`src/assert_macros.svh`:
```
// ----------------------------------------------------------------------------
// assert_macros.svh
// concurrent assertion shorthands, clocked on clk_i with active-low rst_ni
// ----------------------------------------------------------------------------
`ifndef ASSERT_MACROS_SVH
`define ASSERT_MACROS_SVH

// checked only outside reset
`define ASSERT_CLK(lbl, prop, msg) \
  lbl: assert property (@(posedge clk_i) disable iff (!rst_ni) (prop)) else $error(msg);

// checked at every edge, reset included
`define ASSERT_ALWAYS(lbl, prop, msg) \
  lbl: assert property (@(posedge clk_i) (prop)) else $error(msg);

`endif

```
`src/dcf_pkg.sv`:
```
// ----------------------------------------------------------------------------
// dcf_pkg
// shared types, codes and bit-scan helpers of the domain constraint filter
// ----------------------------------------------------------------------------
`default_nettype none

package dcf_pkg;

  localparam int unsigned WordW    = 64;
  localparam int unsigned IdxW     = 6;
  localparam int unsigned IdxSpan  = 64;
  localparam int unsigned ValW     = 6;
  localparam int unsigned LimW     = 7;
  localparam int unsigned NumVariablesDef = 64;
  localparam int unsigned DomainValuesDef = 64;

  typedef enum logic [3:0] {
    FN_WRITE = 4'd0,
    FN_READ  = 4'd1,
    FN_LT    = 4'd2,
    FN_LEQ   = 4'd3,
    FN_EQ    = 4'd4,
    FN_NEQ   = 4'd5,
    FN_EQC   = 4'd6,
    FN_NEQC  = 4'd7,
    FN_LTC   = 4'd8,
    FN_LEQC  = 4'd9,
    FN_GTC   = 4'd10,
    FN_GEQC  = 4'd11
  } func_e;

  typedef enum logic [1:0] {
    ST_UNPRUNED = 2'd0,
    ST_PRUNED   = 2'd1,
    ST_FAILURE  = 2'd2
  } status_e;

  typedef logic [WordW-1:0] word_t;
  typedef logic [ValW-1:0]  val_t;

  // operation held for the whole of one item
  typedef struct packed {
    func_e func;
    logic  second;
    val_t  cval;
    logic  tgt_ok;
  } op_t;

  // lowest and highest set value of target and other domain
  typedef struct packed {
    val_t lo_tgt;
    val_t hi_tgt;
    val_t lo_oth;
    val_t hi_oth;
  } bounds_t;

  typedef struct packed {
    status_e status;
    logic    wr;
    word_t   wdata;
    word_t   rdom;
  } prune_res_t;

  // values strictly below lim
  function automatic word_t below_mask(logic [LimW-1:0] lim);
    word_t m;
    if (lim >= LimW'(WordW)) begin
      m = '1;
    end else begin
      m = (word_t'(1) << lim) - word_t'(1);
    end
    return m;
  endfunction

  // lowest set bit, top index for an empty word
  function automatic val_t lowest(word_t d);
    val_t r;
    r = val_t'(WordW - 1);
    for (int i = WordW - 1; i >= 0; i--) begin
      if (d[i]) begin
        r = val_t'(i);
      end
    end
    return r;
  endfunction

  // highest set bit, zero for an empty word
  function automatic val_t highest(word_t d);
    val_t r;
    r = '0;
    for (int i = 0; i < WordW; i++) begin
      if (d[i]) begin
        r = val_t'(i);
      end
    end
    return r;
  endfunction

endpackage

`default_nettype wire

```
`src/dcf_scan.sv`:
```
// ----------------------------------------------------------------------------
// dcf_scan
// lowest and highest value of the target and the other domain
// ----------------------------------------------------------------------------
`default_nettype none

module dcf_scan (
  input  wire dcf_pkg::word_t dom_tgt_i,
  input  wire dcf_pkg::word_t dom_oth_i,
  output dcf_pkg::bounds_t    bounds_o
);
  import dcf_pkg::*;

  always_comb begin
    bounds_o.lo_tgt = lowest(dom_tgt_i);
    bounds_o.hi_tgt = highest(dom_tgt_i);
    bounds_o.lo_oth = lowest(dom_oth_i);
    bounds_o.hi_oth = highest(dom_oth_i);
  end

endmodule

`default_nettype wire

```
`config.mk`:
```
export PLATFORM = sky130hd
export DESIGN_NAME = dcf_scan
export DESIGN_NICKNAME = d
export VERILOG_FILES = /design/src/assert_macros.svh /design/src/dcf_pkg.sv /design/src/dcf_scan.sv
export SDC_FILE = /design/constraint.sdc
export NUM_CORES = 1
export LEC_CHECK = 0
export ABC_AREA = 1
export BUFFER_PORTS_ARGS = -buffer_cell sky130_fd_sc_hd__buf_2
export CORE_AREA = 2 2 111 113
export DETAILED_ROUTE_END_ITERATION = 6
export DIE_AREA = 0 0 113 115
export PLACE_DENSITY = 0.45
export SLEW_MARGIN = 40
export SYNTH_ARGS = -nofsm -noshare
export SYNTH_HDL_FRONTEND = slang
export SYNTH_SLANG_ARGS = --single-unit
```
`constraint.sdc`:
```
create_clock -name vclk -period 5.6
set_input_delay 0.28 -clock vclk [all_inputs]
set_output_delay 0.28 -clock vclk [all_outputs]
set_load 0.03 [all_outputs]
```
== Word-level counts from Yosys, hierarchy flattened ==
Cells that the tools add are included.
Storage, ports and cells
  input port bits: 128
  output and inout port bits: 24
  word-level logic and storage cells: 252
  flip-flop bits (word level): 0
Operators by class
  mux-type cells: 252
Operator list (count)
  $mux W6: 248
  $mux W1: 4

== Depth between registers and ports, before layout ==
  word-level depth: 63
  depth in mapped cells: 62
  gate-level depth less buffers: 62

== Worst setup path before layout ==
Ideal clock, no wire load.
  path kind: input port to output port
  start point: input dom_tgt_i[61]
  end point: output bounds_o[18] (netlist name)
  setup slack: 2.041 ns
  data required time: 5.320 ns
  data arrival time: 3.279 ns
  path buffers: 0
  stages on the path: 62
  cell sequence: inv_2 -> nand2_1 -> nand2_1 -> nand2_1 -> nand2_1 -> nand2_1 -> nand2_1 -> nand2_1 -> nand2_1 -> nand2_1 -> nand2_1 -> nand2_1 -> nand2_1 -> nand2_1 -> nand2_1 -> nand2_1 -> nand2_1 -> nand2_1 -> [... 26 more ...] -> nand2_1 -> nand2_1 -> nand2_1 -> nand2_1 -> nand2_1 -> nand2_1 -> nand2_1 -> nand2_1 -> nand2_1 -> nand2_1 -> nand2_1 -> nand2_1 -> nand2_1 -> nand2_1 -> nand2_1 -> nand2_1 -> nand2_1 -> a21oi_1
RTL lines
  from (decl): line dcf_scan.sv:8  | input wire dcf_pkg::word_t dom_tgt_i,
  to (decl): line dcf_scan.sv:10  | output dcf_pkg::bounds_t bounds_o

==> results.ini <==
[cells_and_area]
n_antenna_cell=0
nFillCells=1448
nets=963
clockBufferCount=0
drive_above_1_share=0.221
seq_cells=0
area_growth_syn_to_layout_pct=32.8
seqCellArea_sq_um=0

[power]
p_leak_nw=2.66
powerDensity_nw_per_um2=59.1
vdd_drop_max_mv=0.0211
p_int_mw=0.104
swShare=0.541
pwr-share-seq=0
finalPower_mw=0.226
netSwitchingPower_mw=0.122
combinationalPowerShare=1.000
clkPwrFrac=0

[route]
vias=3886
vias_per_cell=3.97
post_drt_wl_per_cell_um=8.44
drtIter0Drc=130
ant_nets=0
first_pass_iters=7
drt-total-wl_um=8280
drc=8

[setup_path]
crit_fanout=3
start_kind=input port
arrival_ns=3.58
endpoint=bounds_o[12]
endpoint_kind=output port
critical_path.startpoint=dom_tgt_i[1]
crit_required_ns=5.32
crit_type=input port to output port
critPathMostFrequentCell=nand2_1
slowest_stage=buf_2
max_stage_delay_ns=0.18

[synthesis]
yosys.cell_types.count=15
ys_warn_count=0
synth.most_common_cell=nand2_1
syn_avg_cell_area_sq_um=4.23
yosys.area.top_type=nand2_1
synth.area.top_cells=nand2_1 51%, inv_1 16%, nor2_1 10%
synth_top_cell_area_share=0.514
synthCells=681
synth_area_sq_um=2880
ys_top_cells_by_count=394 x nand2_1, 122 x inv_1, 78 x nor2_1
syn-num-nets=809
yosysSeqAreaShare=0

[grt]
grt_max_degree=5
first_global_vias=3400
overflow=0
antenna_found_initial=1
grt_pass1_wl_um=13800
gr-usage-all-layers=0.122

[clock_tree]
cts_hold_buf=0
post-cts-setup-buffers=0
cts_resized=0

[timing]
setup_tns_ns=0
layout_worst_path_cycle_share=0.689
final-setup-viol-count=0
grt_setup_unrepaired=no
tightest_slew_ns=0.273
finalHoldViolCount=0
relSlewSlack=0.818
max_freq_mhz=259
maxSlewViolCount=0
finalCriticalPeriod_ns=3.86

[placement]
io_buffers=152
hpwl_um=7850
place_congestion=0.872

[floorplanning]
die-area_sq_um=13000
rows=40
pin_count=152
fp.dieH_um=115
die_x_um=113
start_util=0.244
coreArea_sq_um=11800

[run]
drv_cap=0

[status]
status=finished with violations
violations=DRC

[worst_hold_path]
hold_path_class=input port to output port

-- layout make-up --
cell class	instances	area (sq um)	area share
multi-input combinational	529	2090	0.546
timing repair buffer	152	761	0.199
tap	147	184	0.0481
inverter	152	791	0.207
-- logic make-up (layout without fill, tap and decap cells) --
family / after synthesis / in the layout / synth area share
buffers and inverters: 152 / 304 / 0.275
AND/OR/NAND/NOR: 482 / 482 / 0.634
AO/OA/AOI/OAI: 47 / 47 / 0.0913
-- power groups by stage --
stage | registers [mW] | logic, mW | clock network, mW
floorplan | 0 | 0.147 | 0
global placement | 0 | 0.230 | 0
global route | 0 | 0.263 | 0
finish | 0 | 0.226 | 0
detailed placement | 0 | 0.228 | 0
CTS | 0 | 0.229 | 0
-- cells in the final DEF (no fill, tap or decap), drive strengths merged --
cell / Yosys / layout
nor3: 6 / 6
nor2: 78 / 78
a21boi: 3 / 3
buf: 0 / 152
nand3: 2 / 2
o31ai: 2 / 2
a21oi: 21 / 21
inv: 136 / 136
o211ai: 2 / 2
o21ai: 18 / 18
a211oi: 1 / 1
bufinv: 16 / 16
nand4: 2 / 2
nand2: 394 / 394
-- routing by layer --
layer | GRT usage | part of all wire
met2 | 0.226 | 0.47
met5 | 0 | 0.0013
met1 | 0.155 | 0.45
met4 | 0 | 0
met3 | 0.0248 | 0.076
-- per-stage QoR --
step,setup WS (ns),util,instance area [sq um],std cells,hold WS (ns)
2_1_floorplan,2.04,-,2880,681,0.670
3_3_place_gp,1.69,0.324,3820,980,0.864
3_5_place_dp,1.71,0.324,3820,980,0.865
4_1_cts,1.69,0.324,3820,980,0.865
5_1_grt,1.06,0.324,3820,980,0.871
6_report,1.74,0.324,3820,980,0.866
-- worst min path at each step --
| stage | depth (start not counted) | end | start |
|---|---|---|---|
| 6_report | 3 | bounds_o[18] | dom_tgt_i[0] |
| 5_1_grt | 3 | bounds_o[18] | dom_tgt_i[0] |
| 4_1_cts | 3 | bounds_o[18] | dom_tgt_i[0] |
| 3_5_place_dp | 3 | bounds_o[18] | dom_tgt_i[0] |
| 3_3_place_gp | 3 | bounds_o[18] | dom_tgt_i[0] |
| 2_1_floorplan | 1 | bounds_o[18] | dom_tgt_i[0] |
-- worst max-delay path: cells and delay by family --
family | cells | cell delay, ns
and+or+nand+nor | 60 | 2.85
buffers and inverters | 3 | 0.33
AOI/OAI and AO/OA | 1 | 0.10
Note: power is estimated with default switching activity, not from simulation.
